<file path="src/rtl/cml_pkg.sv">
package cml_pkg;

  localparam int unsigned DATA_W        = 32;
  localparam int unsigned FRAC_W        = 18;
  localparam int unsigned OUT_W         = 28;
  localparam int unsigned OUT_FRAC_W    = 13;
  localparam int unsigned NORM_SHIFT    = 13;
  localparam int unsigned GAIN_W        = 18;
  localparam int unsigned LANES_MAX     = 4;

  // 0.607252935 truncated to 18 fraction bits.
  localparam logic [GAIN_W-1:0] GAIN_RAW = 18'd159187;
  localparam logic [DATA_W-1:0] UNIT_RAW = 32'h1 << FRAC_W;

  localparam int unsigned DEF_LANES         = 4;
  localparam int unsigned DEF_LOG2_POINTS   = 12;
  localparam int unsigned DEF_CORDIC_STAGES = 16;

  typedef enum logic {
    MODE_CORDIC = 1'b0,
    MODE_APPROX = 1'b1
  } cml_mode_e;

  typedef struct packed {
    logic en;
    logic approx;
  } cml_cell_ctrl_t;

endpackage

</file>
<file path="src/rtl/cml_finish.sv">
module cml_finish import cml_pkg::*; (
  input  logic                clk_i,
  input  cml_cell_ctrl_t      ctrl_i,
  input  logic [DATA_W-1:0]   x_i,
  output logic [OUT_W-1:0]    mag_o
);

  localparam int unsigned DROP = FRAC_W - OUT_FRAC_W;
  localparam int unsigned PROD_W = DATA_W + GAIN_W + 1;

  logic signed [PROD_W-1:0] prod;
  logic [DATA_W-1:0]        raw_d, raw_q, norm;
  logic [OUT_W-1:0]         mag_d, mag_q;

  assign prod  = $signed(x_i) * $signed({1'b0, GAIN_RAW});
  assign raw_d = ctrl_i.approx ? x_i : prod[FRAC_W+DATA_W-1:FRAC_W];

  assign norm  = DATA_W'($signed(raw_q) >>> NORM_SHIFT) + UNIT_RAW;
  assign mag_d = norm[DATA_W-1] ? '0 : OUT_W'(norm[DATA_W-1:DROP]);

  always_ff @(posedge clk_i) begin
    if (ctrl_i.en) begin
      raw_q <= raw_d;
      mag_q <= mag_d;
    end
  end

  assign mag_o = mag_q;

endmodule

</file>
<file path="config.mk">
export PLATFORM = sky130hd
export DESIGN_NAME = cml_finish
export DESIGN_NICKNAME = d
export VERILOG_FILES = /design/src/rtl/cml_pkg.sv /design/src/rtl/cml_finish.sv
export SDC_FILE = /design/constraint.sdc
export NUM_CORES = 1
export LEC_CHECK = 0
export ABC_AREA = 1
export BUFFER_PORTS_ARGS = -buffer_cell sky130_fd_sc_hd__buf_2
export CAP_MARGIN = 20
export CORE_MARGIN = 8
export CORE_UTILIZATION = 25
export CTS_BUF_LIST = sky130_fd_sc_hd__clkbuf_4
export CTS_CLUSTER_SIZE = 40
export DETAILED_ROUTE_END_ITERATION = 12
export PLACE_DENSITY = 0.39
export SYNTH_ARGS = -nofsm -noshare
export SYNTH_HDL_FRONTEND = slang
export SYNTH_SLANG_ARGS = --single-unit
export TNS_END_PERCENT = 100
</file>
<file path="constraint.sdc">
create_clock -name clk_i -period 8.6 [get_ports clk_i]
set_clock_uncertainty 0.1 [all_clocks]
set_input_delay 1.72 -clock clk_i [delete_from_list [all_inputs] [get_ports clk_i]]
set_output_delay 1.72 -clock clk_i [all_outputs]
set_load 0.05 [all_outputs]
</file>
; ---- Yosys cells after proc, flatten, opt, wreduce, memory -nomap -nowiden
; Cells that the tools add are included.
[word_totals]
elab_cells = 6
output_inout_bits = 28
input_bits = 35
regBits = 60
[op_classes]
multipliers = 1
addsub = 1
mux = 1
[ops]
columns = op, count
row1 = multiplier 32 x 19 -> 50 bit (second input constant), 1
row2 = two-way mux 32 bit, 1
row3 = adder 19 x 20 -> 21 bit (second input constant), 1

; ---- Depth between registers and ports, before layout
[depth]
depth_word = 2
ltp_mapped = 25
mapped_depth_nobuf = 25

; ---- Least setup slack after synthesis
; Ideal clock, no wire load.
[synth_path]
path_type = input port to flip-flop
start = in x_i[30]
end = reg raw_q[31] (data pin)
required_ps = 8247
setup_ps = 253
path_buffers = 0
path_slack_ps = 2293
t_arrival_ps = 5954
cell_stages = 22
path_cell_list = inv_1 > ha_1 > inv_1 > fa_1 > inv_1 > fa_1 > inv_1 > fa_1 > fa_1 > inv_1 > fa_1 > inv_1 > ha_1 > a21oi_1 > inv_1 > a21oi_1 > o21ai_1 > and2_1 > nor2_1 > nand4_1 > nand3_1 > nand2_1
[synth_via]
elab_chain_cells = 2
[synth_rtl]
columns = item, line
row1 = "start, declared", cml_finish.sv:4  ; input logic [DATA_W-1:0] x_i,
row2 = multiplier 32 x 19 -> 50 bit, cml_finish.sv:15  ; assign prod = $signed(x_i) * $signed({1'b0, GAIN_RAW});
row3 = two-way mux 32 bit, cml_finish.sv:16  ; assign raw_d = ctrl_i.approx ? x_i : prod[FRAC_W+DATA_W-1:FRAC_W];
row4 = named net raw_d[31], cml_finish.sv:12  ; logic [DATA_W-1:0] raw_d, raw_q, norm;
row5 = "end signal, assigned", cml_finish.sv:23  ; raw_q <= raw_d;
row6 = "end, declared", cml_finish.sv:12
; The timed path passes the listed nets, and every way through them passes these cells.
; A chain may end at the register's enable or synchronous reset.

; ---- Final worst setup path
[layout_path]
start = in x_i[31]
end = reg raw_q[27] (data pin)
; The elaborated chain is that of the path after synthesis.

==> flow_metrics.py <==
metrics = {
    "floorplan": {
        "die_area_mm2": 0.0637,
        "initial_core_util": 0.253,
        "die_w_um": 252,
        "placementRows": 86,
        "fp.coreArea_mm2": 0.0552,
        "io_pins": 63,
        "die_h_um": 252,
    },
    "cts": {
        "cts_setup_buffers": 0,
        "clock_sinks": 28,
        "numCtsBuffers": 3,
        "ctsHoldBuffers": 0,
        "clockBufferDepth": 2,
        "cts_max_level": 1,
        "clk_latency_ns": 0.33,
        "clk_pin_slew_ns": 0.15,
        "root_buffer": "clkbuf_4",
        "cts_tree": "yes",
        "ctsResizeCount": 0,
    },
    "worst_setup_path": {
        "cp.arrival_ns": 7.13,
        "cp_data_required_time_ns": 8.59,
        "critPathMaxStageDelay_ns": 0.58,
        "reg2regPathDepth": 0,
        "crit_slowest_cell": "buf_2",
        "critPathCaptureType": "register",
        "path_class": "in -> reg",
        "path_delay_family": "adder cells",
        "crit_cells": 22,
        "crit_top_cell": "inv_1",
        "crit_buf_inv": 7,
        "cp_cell_sequence": "buf_2 > ha_1 > inv_1 > fa_1 > inv_1 > fa_1 > inv_1 > fa_1 > fa_1 > inv_1 > fa_1 > inv_1 > ha_1 > a21oi_1 > inv_1 > a21oi_1 > o21ai_1 > a21oi_1 > nand3_1 > nand2_1 > nand3_1 > o21ai_1",
        "cp-start-kind": "input pin",
        "cp_max_fo": 31,
    },
    "drt": {
        "vias": 10300,
        "firstDrtPassIters": 5,
        "routed_wl_mm": 41.1,
        "drc": 0,
        "routedWlPerCell_um": 16.8,
        "ant_nets": 0,
        "via_per_inst": 4.18,
        "initialDrtViolationCount": 439,
    },
    "worst_hold_path": {
        "worstHoldPathCells": 0,
        "min_path_type": "reg -> reg",
    },
    "sta": {
        "max_freq_mhz": 140,
        "grt_setup_unrepaired": "false",
        "setup_tns_ns": 0,
        "hold_ws_ns": 0.348,
        "setup_viol": 0,
        "slew_viol_final": 0,
        "post-route-period-util": 0.830,
        "layout_min_cycle_time_ns": 7.14,
        "finalWorstSetupSlack_ns": 1.46,
        "slew_headroom": 0.470,
        "worst_slew_pin_slew_ns": 0.794,
        "hold_viol_final": 0,
    },
    "placement": {
        "place.gp.congestion": 0.848,
        "numPortBuffers": 48,
        "place_ws_ns": 1.10,
        "place_inst": 2451,
        "dp_hpwl_mm": 37.3,
    },
    "logic_synthesis": {
        "synth_top_area_frac": 0.344,
        "yosysMostFrequentCell": "inv_1",
        "ys_types": 37,
        "ys_seq_elements": 28,
        "yosysSeqAreaShare": 0.0602,
        "yosysWarnings": 0,
        "avgSynthCellArea_um2": 8.41,
        "synth_area_mm2": 0.0140,
        "synth-main-ff-cell": "edfxtp_1",
        "synth_edf_count": 28,
        "async_flop_share": 0,
        "yosys.area.top_type": "fa_1",
        "postSynthCellCount": 1660,
        "synthTopCellsByCount": "inv_1, ha_1, fa_1",
        "synthTopCellsByArea": "fa_1, ha_1, inv_1",
    },
    "layout": {
        "drive_above_1_share": 0.0533,
        "syn2layout_area_growth_pct": 8.25,
        "antenna-diode-count": 0,
        "register_area_um2": 841,
        "final_cells": 2455,
        "n_fill_cell": 6131,
        "multi_input_area_mm2": 0.0110,
        "finalNetCount": 2234,
    },
    "run_status": {
        "status": "completed",
    },
    "global_routing": {
        "grt_usage": 0.133,
        "grt_pass1_vias": 11700,
        "grt_max_degree": 32,
        "antenna_found_initial": 0,
        "grt_overflow": 0,
        "grt_pass1_wl_mm": 66.2,
    },
    "flow_run": {
        "drv_cap": 0,
    },
}
[metal layers]
metal  wire length (um)  vias up  GRT usage
li1                   -     5049          -
met1              19800     5051      0.180
met2              19800      131      0.236
met3                876       23    0.00576
met4                652        0     0.0200
met5                  0        -          0
[state kept, by name, indices dropped and copies added (netlist names)]
name   count
mag_o     14
raw_q     14
[placed cells by master (no fill, tap or decap), types with 17 or more instances in the layout]
cell type  instances
nand4_1           17
a21oi_1           86
fa_1             240
o21ai_0           54
nand3_1           40
ha_1             251
edfxtp_1          28
buf_2             48
inv_1            536
nor2_1            61
xor2_1            27
xnor2_1           38
nand2_1          181
[worst paths after layout]
path,end,slack (ns),from
max,raw_q[27],1.46,x_i[31]
min,mag_o[3],0.35,raw_q[21]
max reg2reg,mag_o[7],7.81,raw_q[25]
min reg2reg,mag_o[3],0.35,raw_q[21]
[metrics by stage]
step           cell area, um2   util
5_1_grt                 15100  0.274
6_report                15100  0.274
3_5_place_dp            15100  0.273
4_1_cts                 15100  0.274
3_3_place_gp            15100  0.273
2_1_floorplan           14000      -
[cell families after synthesis]
| kind of cell | count (synthesis) | synth area share |
|---|---|---|
| XOR/XNOR | 65 | 0.0408 |
| flip-flops | 28 | 0.0602 |
| buffers and inverters | 563 | 0.155 |
| AND/OR/NAND/NOR | 340 | 0.109 |
| AO/OA/AOI/OAI | 172 | 0.0651 |
| adder cells (fa/ha/maj) | 491 | 0.569 |
| other | 1 | 0.000269 |
[cell type report]
class | instances | share of cell area
multi-input cells | 1082 | 0.728
flip-flops and latches | 28 | 0.0556
inverters | 545 | 0.135
well taps | 748 | 0.0619
clock buffers | 3 | 0.00149
clock inverters | 1 | 0.00199
repair buffers | 48 | 0.0159
Power is left out: the tool's default activity adds up to more than one toggle a clock period on the data nets, which glitch-free logic cannot reach.
