`src/rtl/cml_pkg.sv`:
```
package cml_pkg;

  localparam int unsigned DATA_W        = 32;
  localparam int unsigned FRAC_W        = 18;
  localparam int unsigned OUT_W         = 28;
  localparam int unsigned OUT_FRAC_W    = 13;
  localparam int unsigned NORM_SHIFT    = 13;
  localparam int unsigned GAIN_W        = 18;
  localparam int unsigned LANES_MAX     = 4;

  // 0.607252935 truncated to 18 fraction bits.
  localparam logic [GAIN_W-1:0] GAIN_RAW = 18'd159187;
  localparam logic [DATA_W-1:0] UNIT_RAW = 32'h1 << FRAC_W;

  localparam int unsigned DEF_LANES         = 4;
  localparam int unsigned DEF_LOG2_POINTS   = 12;
  localparam int unsigned DEF_CORDIC_STAGES = 16;

  typedef enum logic {
    MODE_CORDIC = 1'b0,
    MODE_APPROX = 1'b1
  } cml_mode_e;

  typedef struct packed {
    logic en;
    logic approx;
  } cml_cell_ctrl_t;

endpackage

```
`src/rtl/cml_cell.sv`:
```
module cml_cell import cml_pkg::*; #(
  parameter int unsigned SHIFT = 0
) (
  input  logic                clk_i,
  input  cml_cell_ctrl_t      ctrl_i,
  input  logic [DATA_W-1:0]   x_i,
  input  logic [DATA_W-1:0]   y_i,
  output logic [DATA_W-1:0]   x_o,
  output logic [DATA_W-1:0]   y_o
);

  logic [DATA_W-1:0] xs, ys;
  logic [DATA_W-1:0] x_d, y_d, x_q, y_q;
  logic              y_pos;

  assign xs    = DATA_W'($signed(x_i) >>> SHIFT);
  assign ys    = DATA_W'($signed(y_i) >>> SHIFT);
  assign y_pos = !y_i[DATA_W-1] && (y_i != '0);

  always_comb begin
    if (ctrl_i.approx) begin
      // The approximate magnitude rides through the chain untouched.
      x_d = x_i;
      y_d = y_i;
    end else if (y_pos) begin
      x_d = x_i + ys;
      y_d = y_i - xs;
    end else begin
      x_d = x_i - ys;
      y_d = y_i + xs;
    end
  end

  always_ff @(posedge clk_i) begin
    if (ctrl_i.en) begin
      x_q <= x_d;
      y_q <= y_d;
    end
  end

  assign x_o = x_q;
  assign y_o = y_q;

endmodule

```
`config.mk`:
```
export PLATFORM = sky130hd
export DESIGN_NAME = cml_cell
export DESIGN_NICKNAME = d
export VERILOG_FILES = /design/src/rtl/cml_pkg.sv /design/src/rtl/cml_cell.sv
export SDC_FILE = /design/constraint.sdc
export NUM_CORES = 1
export LEC_CHECK = 0
export BUFFER_PORTS_ARGS = -buffer_cell sky130_fd_sc_hd__buf_2
export CAP_MARGIN = 20
export CELL_PAD_IN_SITES_DETAIL_PLACEMENT = 0
export CELL_PAD_IN_SITES_GLOBAL_PLACEMENT = 2
export CORE_MARGIN = 2
export CORE_UTILIZATION = 31
export DETAILED_ROUTE_END_ITERATION = 8
export PLACE_DENSITY_LB_ADDON = 0.1
export SYNTH_ARGS = -nofsm -noshare
export SYNTH_HDL_FRONTEND = slang
export SYNTH_SLANG_ARGS = --single-unit
```
`constraint.sdc`:
```
create_clock -name clk_i -period 3 [get_ports clk_i]
set_clock_uncertainty 0.2 [all_clocks]
set_input_delay 0.15 -clock clk_i [delete_from_list [all_inputs] [get_ports clk_i]]
set_output_delay 0.15 -clock clk_i [all_outputs]
set_load 0.03 [all_outputs]
```
## Yosys cells after proc, flatten, opt, wreduce, memory -nomap -nowiden

Cells that the tools add are included.

| cells by class | value |
|---|---|
| add/sub/neg operators | 3 |
| mux-type cells | 4 |
| reduce and logical (&&, ||, !) cells | 3 |

Operator list:

| operator | number |
|---|---|
| $mux 32 | 4 |
| $sub 32x32->32 | 2 |
| $add 32x32->32 | 1 |
| $reduce_bool 32->1 | 1 |
| $logic_and 1x1->1 | 1 |
| $logic_not 1->1 | 1 |

| storage, ports and cells | value |
|---|---|
| register bits | 64 |
| word-level logic and storage cells | 12 |

## Longest topological paths before layout

Gate-level depths: netlist of run 1.

| logic depth | value |
|---|---|
| word-level depth | 4 |
| gate-level depth with buffers | 14 |

## Worst setup path before layout of run 1

No wires, ideal clock.

| path | value |
|---|---|
| path kind | in2reg |
| start | in x_i[11] |
| end | reg y_q[31] (netlist: y_o[31]) (data pin) |
| data arrival time | 2.787 ns |
| data required time | 2.539 ns |
| setup slack | -0.248 ns |
| stages | 13 |
| path buffers | 1 |
| path through | inv_1 ha_1 buf_2 nand4_1 or3_1 a211o_1 a311o_1 a211oi_2 o21bai_1 nor4b_1 a211oi_2 xnor2_1 a221o_1 |

| between the ends | value |
|---|---|
| cells in the longest elaborated chain, start to end | 3 |
| elaborated cells between the ends (all ways) | 4 |
| classes of those cells | add/sub: 2; mux: 2 |

Ends and longest elaborated chain:

| what | line | source |
|---|---|---|
| from (decl) | cml_cell.sv:6 | `input logic [DATA_W-1:0] x_i,` |
| $add 32x32->32 / $sub 32x32->32 (equally long branches) | cml_cell.sv:30, cml_cell.sv:27 |  |
| $mux 32 (*) | cml_cell.sv:25 | `end else if (y_pos) begin` |
| $mux 32 (*) | cml_cell.sv:21 | `if (ctrl_i.approx) begin` |
| net y_d[31] | cml_cell.sv:13 | `logic [DATA_W-1:0] x_d, y_d, x_q, y_q;` |
| to (signal assigned) | cml_cell.sv:37 | `y_q <= y_d;` |
| to (decl) | cml_cell.sv:13 |  |

Mark *: on every way through the listed nets, which the timed path passes. The rest lies on a longest branch.
A chain may end at the register's enable or synchronous reset.

## Worst setup path after layout of run 1

| path | value |
|---|---|
| start | in x_i[9] |
| end | reg y_q[31] (netlist: y_o[31]) (data pin) |

Same word-level chain as after synthesis.

==> results.txt, run 1 <==
GRT overflow - 0
RSZ-0062 raised after global routing - true
most frequent cells in the layout - buf_4, a21oi_1, buf_2
M1 GR Usage - 0.359
violated checks - setup timing
Fin Setup TNS - -0.00759 ns
worst-path fanout max - 2
initial antenna violation count - 0
asr flop ratio synth - 0
WL per Instance - 19.2 um
Core ar. - 26000 um^2
Final Cell Area - 12500 um^2
TritonCTS buffer count - 9
worst-case clock buffer depth - 2
Cell Pwr Density - 393 nW/um^2
NumNets Final - 1630
Worst Setup Path Type - input port to flip-flop
period utilization - 1.00
Syn Inst Count - 1045
GR Util met2 - 0.389
worst hold path endpoint - x_o[14]
M3 GR Usage - 0.0312
Max rail drop VDD - 0.265 mV
Die Wd - 166 um
Design Power - 4.90 mW
synth unique cells - 67
Worst Path Required - 2.89 ns
register bit total from synthesis - 64
pin count of the biggest net entering global routing - 59
drc violations - 0
Pins Over Slew Limit - 0
mapped cell area - 8160 um^2
first-pass iteration count of the detailed router - 5
LEAKAGE - 5.80 nW
Slew headroom - 0.519
GR peak layer - met2
Hold Violations, Final - 0
number of synthesized flops with an enable pin - 64
Most used DFF post-synth - edfxtp_1
register area share after synthesis - 0.236
global-route wire length before repair - 53.2 mm
share of layout cells above drive strength 1 - 0.377
H-tree levels - 3
FP Rows - 59
Port Buf Inserts - 130
Hold Path Origin - x_i[14]
Root Driver - clkbuf_16
WP data arrival - 2.90 ns
Cell Area, Placed - 11400 um^2
final setup fails - 1
ANT cells - 0
status - finished, violations left
most common cell after layout, fill and taps aside - buf_4
Hold Crit Class - input port to flip-flop
Synth Area per Inst - 7.81 um^2
Startpoint Class - input port
clock-pin slew on the worst setup and hold paths - 0.07 ns
Hold Slack - 0.000175 ns
ANT nets after route - 0
Area Growth Syn to Fin - 53.0%
CTS tree - done
initial drt markers - 671
Synth Net Count - 1216
CP endpoint kind - flip-flop
global placer's final weighted congestion - 0.918
vias - 9192
worst-margin pin slew - 0.722 ns
post-route setup slack - -0.00759 ns
Clock Sinks - 64
Max Clock Freq - 0.332 GHz
number of global-route vias before repair - 9094
synth warn - 0
Post-Route Utilization - 0.480
die footprint - 27600 um^2
Avg Vias per Cell - 5.11
DP Wirelength - 28.3 mm
IO Pins - 131
Final min period - 3.01 ns
max_cap viols - 0
Die Ht - 166 um
Post-Route WL - 34.6 mm
hold path depth - 3
Starting Density - 0.314
Total Routing Usage GR - 0.245
## worst max path at each step
| stage | startpoint | to |
|---|---|---|
| 2_1_floorplan | x_i[6] | y_o[31] |
| 3_3_place_gp | x_i[16] | y_o[29] |
| 3_5_place_dp | x_i[14] | y_o[29] |
| 4_1_cts | x_i[3] | y_o[31] |
| 5_1_grt | x_i[1] | y_o[31] |
| 6_report | x_i[9] | y_o[31] |
## routing by layer
metal,wire [um],vias up
met5,0,-
met4,448,0
met3,1420,29
met2,15400,240
met1,17300,4340
li1,-,4583
## logic make-up (layout without fill, tap and decap cells)
group,count (synthesis),count (layout),synth area share
AO/OA/AOI/OAI,373,373,0.281
AND/OR/NAND/NOR,263,263,0.150
buffers and inverters,150,569,0.0695
adder cells (fa/ha/maj),104,104,0.161
flip-flops,64,64,0.236
XOR/XNOR,63,63,0.0676
multiplexers,28,28,0.0347
## cell type report
class	count	area [um^2]
Fill cell	2669	13500
Multi-Input combinational cell	831	6170
Timing Repair Buffer	459	3290
Sequential cell	64	1920
Tap cell	335	419
Inverter	94	363
Clock buffer	9	225
Clock inverter	7	96.3
## power by group
group	internal, mW	switching, mW
Sequential	1.13	0.0273
Clock	0.730	0.503
Combinational	1.08	1.43
Total	2.94	1.96
## cell usage after synthesis (23+ instances only)
master,instances,area share
mux2i_1,26,0.032
nor2_1,95,0.044
nand2_1,68,0.031
o21ai_0,44,0.027
clkbuf_1,45,0.021
xnor2_1,57,0.061
o21ai_1,44,0.027
ha_1,102,0.16
inv_1,87,0.040
edfxtp_1,64,0.24
a21o_1,25,0.023
o21bai_1,23,0.021
a21oi_1,139,0.085
## critical path, cell delays in order
cell	delay [ns]
buf_6	0.08
inv_4	0.03
ha_4	0.25
nand4_1	0.19
or3_4	0.44
a211o_1	0.29
a311o_1	0.34
a211oi_4	0.28
o21bai_2	0.12
nor4b_4	0.14
a211oi_2	0.17
xnor2_1	0.10
a221o_1	0.31
## metrics by stage
stage | worst slack (ns) | instances
floorplan | -0.0285 | 1045
global placement | -0.546 | 1754
detailed placement | -0.575 | 1754
CTS | -0.0441 | 1793
global route | -0.117 | 1799
finish | -0.00759 | 1799
## registers in the layout (all words and copies together) (netlist names)
| signal | cells |
|---|---|
| y_o | 32 |
| x_o | 32 |
## timing repair
item,in CTS,in global routing
hold endpoints to repair,8,0
gates cloned,0,0
hold buffers,8,0
resized for setup,38,65
pin swaps,6,20
endpoints found under the setup margin,12,25
setup buffers,15,7
Power figures use the tool's default switching activity.
==> run 2: changes to the inputs <==
Settings changed: RECOVER_POWER from default to 25.
==> run 2 against run 1 <==
  * The run ends with capacitance limit, slew limit, setup timing left
  * Hold slack improved by 0.00056 ns
  * Total power fell by 0.21%
  * Sequential share of layout area barely moved
  * Utilization fell by 0.13 points
  * Critical path depth did not move
  * Via count rose by 0.21%
  * Non-clock buffer count did not move
  * Critical path type unchanged
  * Largest power group unchanged
==> results.txt, run 2 (synthesis results as in run 1) <==
status - finished, violations left (unchanged)
violated checks - capacitance limit, slew limit, setup timing (was setup timing)
Critical Path Start - x_i[9] (unchanged)
worst-path fanout max - 2 (unchanged)
Post-Route Utilization - 0.479 (was 0.480)
Port Buf Inserts - 130 (unchanged)
Total Routing Usage GR - 0.245 (unchanged)
Hold Crit Class - input port to flip-flop (unchanged)
CTS tree - done (unchanged)
period utilization - 1.00 (about the same)
global placer's final weighted congestion - 0.918 (unchanged)
Worst Setup Path Type - input port to flip-flop (unchanged)
GRT overflow - 0 (unchanged)
Clock Sinks - 64 (unchanged)
H-tree levels - 3 (unchanged)
Post-Route WL - 34.6 mm (about the same)
Root Driver - clkbuf_16 (unchanged)
most common cell after layout, fill and taps aside - buf_4 (unchanged)
Area Growth Syn to Fin - 52.6% (was 53.0%)
max_cap viols - 1 (was 0)
Cell Pwr Density - 393 nW/um^2 (about the same)
Register Area - 1920 um^2 (unchanged)
drc violations - 0 (unchanged)
Final Cell Area - 12500 um^2 (about the same)
Final min period - 3.01 ns (about the same)
RSZ-0062 raised after global routing - true (unchanged)
Setup crit end - y_o[31] (unchanged)
area of the multi-input gates - 6170 um^2 (unchanged)
initial drt markers - 650 (was 671)
FP Rows - 59 (unchanged)
share of layout cells above drive strength 1 - 0.367 (was 0.377)
WP data arrival - 2.90 ns (about the same)
# fillers - 2679 (was 2669)
LEAKAGE - 5.75 nW (was 5.80 nW)
ANT nets after route - 0 (unchanged)
Die Ht - 166 um (unchanged)
clock-pin slew on the worst setup and hold paths - 0.07 ns (about the same)
NumNets Final - 1630 (unchanged)
Core ar. - 26000 um^2 (unchanged)
worst-margin pin slew - 1.60 ns (was 0.722 ns)
CP endpoint kind - flip-flop (unchanged)
Avg Vias per Cell - 5.12 (was 5.11)
initial antenna violation count - 0 (unchanged)
IO Pins - 131 (unchanged)
Max rail drop VDD - 0.265 mV (about the same)
Cell Area, Placed - 11400 um^2 (unchanged)
Die Wd - 166 um (unchanged)
vias - 9211 (was 9192)
post-route setup slack - -0.00908 ns (was -0.00759 ns)
DP Wirelength - 28.3 mm (unchanged)
TritonCTS buffer count - 9 (unchanged)
first-pass iteration count of the detailed router - 5 (unchanged)
WL per Instance - 19.2 um (about the same)
Starting Density - 0.314 (unchanged)
pin count of the biggest net entering global routing - 59 (unchanged)
Hold Slack - 0.000734 ns (was 0.000175 ns)
number of global-route vias before repair - 9094 (unchanged)
Startpoint Class - input port (unchanged)
Worst Path Required - 2.89 ns (about the same)
Max Clock Freq - 0.332 GHz (about the same)
ANT cells - 0 (unchanged)
worst-case clock buffer depth - 2 (unchanged)
Hold Violations, Final - 0 (unchanged)
Pins Over Slew Limit - 29 (was 0)
Slew headroom - -0.0651 (was 0.519)
final setup fails - 1 (unchanged)
most frequent cells in the layout - buf_4, a21oi_1, buf_2 (unchanged)
die footprint - 27600 um^2 (unchanged)
global-route wire length before repair - 53.2 mm (unchanged)
==> run 2: cell types whose count changed in the layout (fill, tap and decap cells not counted) <==
cell      previous run  this run
clkbuf_1             0        14
clkbuf_2             0         1
buf_12               3         2
buf_2              114       100
==> run 2: worst min-delay path by stage <==
| stage | from | to | slack (ns) | depth (start not counted) |
|---|---|---|---|---|
| 3_5_place_dp | x_i[27] | x_o[27] | 0.30 | 3 |
| 6_report | x_i[14] | x_o[14] | 0.0007 | 3 |
| 2_1_floorplan | ctrl_i[1] | x_o[0] | 0.06 | 0 |
| 5_1_grt | x_i[5] | x_o[5] | 0.009 | 4 |
| 3_3_place_gp | x_i[27] | x_o[27] | 0.29 | 3 |
| 4_1_cts | x_i[5] | x_o[5] | 0.0005 | 4 |
==> run 2: area by class of cell <==
| class | instances | area share |
|---|---|---|
| Clock inverter | 7 | 0.00774 |
| Inverter | 94 | 0.0291 |
| Sequential cell | 64 | 0.154 |
| Timing Repair Buffer | 459 | 0.261 |
| Multi-Input combinational cell | 831 | 0.496 |
| Tap cell | 335 | 0.0337 |
| Clock buffer | 9 | 0.0181 |
==> run 2: critical path, stage by stage <==
cell and delay (ns):
buf_6 0.08, inv_4 0.03, ha_4 0.25, nand4_1 0.19, or3_4 0.44, a211o_1 0.29
a311o_1 0.34, a211oi_4 0.28, o21bai_2 0.12, nor4b_4 0.14, a211oi_2 0.17, xnor2_1 0.10
a221o_1 0.31
==> run 2: power breakdown <==
part / switching, mW / internal [mW]
logic: 1.43 / 1.07
registers: 0.0281 / 1.14
clock network: 0.501 / 0.730
total: 1.96 / 2.93
==> run 2: per-stage QoR <==
step / power [mW] / setup TNS (ns) / instances / worst slack [ns]
5_1_grt: 5.17 / -0.267 / 1799 / -0.117
4_1_cts: 4.85 / -0.104 / 1793 / -0.0441
3_3_place_gp: 3.53 / -10.73 / 1754 / -0.546
6_report: 4.89 / -0.00908 / 1799 / -0.00908
3_5_place_dp: 3.52 / -10.27 / 1754 / -0.575
2_1_floorplan: 2.47 / -0.0285 / 1045 / -0.0285
==> run 2: repair_timing <==
item / in CTS / in global routing
setup buffers: 15 / 7
pin swaps: 6 / 20
setup endpoints to repair: 12 / 25
hold buffers: 8 / 0
endpoints found under the hold margin: 8 / 0
resized for setup: 38 / 65
==> run 2: per-layer routing <==
layer	up-vias	track usage	share of wire
met5	-	0	0
met1	4362	0.359	0.50
li1	4585	-	-
met3	26	0.0312	0.044
met4	0	0.0461	0.013
met2	238	0.389	0.45
==> run 3: changes to the inputs <==
Settings changed: REMOVE_ABC_BUFFERS from default to 1.
==> run 3 against run 2 <==
  * Largest cell class unchanged
  * The flow finishes with violations (setup timing)
  * Routed wire length down 3.3%
  * Utilization is 0.60 points lower
  * Via count down 0.17%
  * Global-route usage fell by 0.74 points
  * Critical path type unchanged
  * Largest power group unchanged
  * Combinational power decreased by 2%
  * Sequential cell count stayed put
  * First-iteration DRC count is 29% higher
  * Design area is 1.2% lower
  * Maximum frequency decreased by 4.7%
  * Sequential power about the same
==> results.txt, run 3 (synthesis results as in run 1) <==
status - finished, violations left (unchanged)
violated checks - setup timing (was capacitance limit, slew limit, setup timing)
global placer's final weighted congestion - 0.919 (was 0.918)
post-route setup slack - -0.159 ns (was -0.00908 ns)
TritonCTS buffer count - 9 (unchanged)
Avg Vias per Cell - 5.12 (about the same)
global-route wire length before repair - 51.5 mm (was 53.2 mm)
ANT cells - 0 (unchanged)
CTS tree - done (unchanged)
hold path depth - 3 (unchanged)
Hold Slack - 0.0103 ns (was 0.000734 ns)
initial drt markers - 841 (was 650)
Total Routing Usage GR - 0.238 (was 0.245)
worst-path fanout max - 3 (was 2)
placed instance count - 1762 (was 1754)
Design Power - 4.67 mW (was 4.89 mW)
Max Clock Freq - 0.317 GHz (was 0.332 GHz)
CP endpoint kind - flip-flop (unchanged)
Final Cell Area - 12300 um^2 (was 12500 um^2)
final setup fails - 2 (was 1)
WP data arrival - 3.05 ns (was 2.90 ns)
first-pass iteration count of the detailed router - 5 (unchanged)
Post-Route Utilization - 0.473 (was 0.479)
clock power share - 0.229 (was 0.251)
NumNets Final - 1628 (was 1630)
Hold Violations, Final - 0 (unchanged)
most common cell after layout, fill and taps aside - buf_4 (unchanged)
H-tree levels - 3 (unchanged)
Die Ht - 166 um (unchanged)
max_cap viols - 0 (was 1)
Gate power share - 0.521 (was 0.511)
Area Growth Syn to Fin - 50.7% (was 52.6%)
ANT nets after route - 0 (unchanged)
Pins Over Slew Limit - 0 (was 29)
Finished Layout Cells - 1796 (was 1799)
switching share of total power - 0.400 (about the same)
Starting Density - 0.314 (unchanged)
DP Wirelength - 27.3 mm (was 28.3 mm)
initial antenna violation count - 0 (unchanged)
Max rail drop VDD - 0.204 mV (was 0.265 mV)
RSZ-0062 raised after global routing - true (unchanged)
share of layout cells above drive strength 1 - 0.342 (was 0.367)
Final min period - 3.16 ns (was 3.01 ns)
Root Driver - clkbuf_16 (unchanged)
Worst Setup Path Type - input port to flip-flop (unchanged)
pin count of the biggest net entering global routing - 67 (was 59)
Slew headroom - 0.463 (was -0.0651)
number of global-route vias before repair - 8811 (was 9094)
Pint - 2.80 mW (was 2.93 mW)
fraction of power consumed by sequential logic - 0.250 (was 0.238)
Hold Crit Class - input port to flip-flop (unchanged)
worst hold path endpoint - x_o[12] (was x_o[14])
worst-case clock buffer depth - 2 (unchanged)
clock-pin slew on the worst setup and hold paths - 0.05 ns (was 0.07 ns)
LEAKAGE - 5.63 nW (was 5.75 nW)
GRT overflow - 0 (unchanged)
Core ar. - 26000 um^2 (unchanged)
die footprint - 27600 um^2 (unchanged)
IO Pins - 131 (unchanged)
FP Rows - 59 (unchanged)
period utilization - 1.05 (was 1.00)
worst-margin pin slew - 0.805 ns (was 1.60 ns)
Clock Sinks - 64 (unchanged)
vias - 9195 (was 9211)
most frequent cells in the layout - buf_4, a21oi_1, nor2_1 (was buf_4, a21oi_1, buf_2)
Port Buf Inserts - 130 (unchanged)
drc violations - 0 (unchanged)
Worst Path Required - 2.89 ns (about the same)
WL per Instance - 18.6 um (was 19.2 um)
Die Wd - 166 um (unchanged)
Startpoint Class - input port (unchanged)
Post-Route WL - 33.4 mm (was 34.6 mm)
Net Switching - 1.87 mW (was 1.96 mW)
Cell Area, Placed - 11400 um^2 (about the same)
Hold Path Origin - x_i[12] (was x_i[14])
# fillers - 2681 (was 2679)
Cell Pwr Density - 380 nW/um^2 (was 393 nW/um^2)
-- run 3: changes by cell type in the layout (fill, tap and decap cells not counted), sizes merged --
cell         delta
bufinv          -1
dlygate4sd3     +4
buf            -32
clkbuf         +27
clkinvlp        -1
-- run 3: power groups by stage --
stage	clock network (mW)	logic (mW)	registers, mW
2_1_floorplan	0	0.991	1.42
3_3_place_gp	0	2.30	1.18
3_5_place_dp	0	2.30	1.18
4_1_cts	1.10	2.37	1.17
5_1_grt	1.13	2.63	1.18
6_report	1.07	2.44	1.17
-- run 3: layout make-up --
cell class	count	area (um^2)	area share
repair buffers	457	3200	0.261
multi-input cells	831	6110	0.497
inverters	94	360	0.0293
well taps	335	419	0.0341
clock inverters	5	48.8	0.00397
clock buffers	10	229	0.0186
flip-flops and latches	64	1920	0.156
-- run 3: worst max-delay path by stage --
| stage | endpoint | startpoint | depth (start not counted) |
|---|---|---|---|
| after CTS | y_o[31] | x_i[6] | 13 |
| after floorplan | y_o[31] | x_i[11] | 12 |
| after global placement | x_o[30] | x_i[12] | 16 |
| final | y_o[31] | x_i[7] | 13 |
| after global routing | y_o[31] | x_i[7] | 13 |
| after detailed placement | x_o[30] | x_i[12] | 16 |
-- run 3: per-stage QoR --
stage	worst slack, ns	TNS, ns
2_1_floorplan	-0.430	-3.19
3_3_place_gp	-0.697	-14.27
3_5_place_dp	-0.821	-15.18
4_1_cts	-0.127	-0.186
5_1_grt	-0.235	-0.823
6_report	-0.159	-0.216
-- run 3: worst max-delay path: stages --
cell	delay [ns]
buf_8	0.08
inv_4	0.03
ha_4	0.25
nand4_1	0.16
or3_4	0.45
a211o_1	0.26
a311o_1	0.42
a211oi_4	0.32
o21bai_2	0.15
nor4b_4	0.15
a211oi_2	0.21
xnor2_1	0.09
a221o_1	0.31
-- run 3: repair_timing --
| action | in CTS | in global routing |
|---|---|---|
| setup buffers | 3 | 5 |
| hold endpoints to repair | 17 | 0 |
| hold buffers | 12 | 0 |
| pin swaps | 20 | 38 |
| setup endpoints to repair | 17 | 26 |
| gates resized for setup | 46 | 62 |
-- run 3: routing by layer --
metal / up-vias / share of wire / global-route usage
met4: 0 / 0.0068 / 0.0352
li1: 4572 / - / -
met2: 288 / 0.43 / 0.361
met5: - / 0 / 0
met3: 21 / 0.058 / 0.0293
met1: 4314 / 0.51 / 0.366
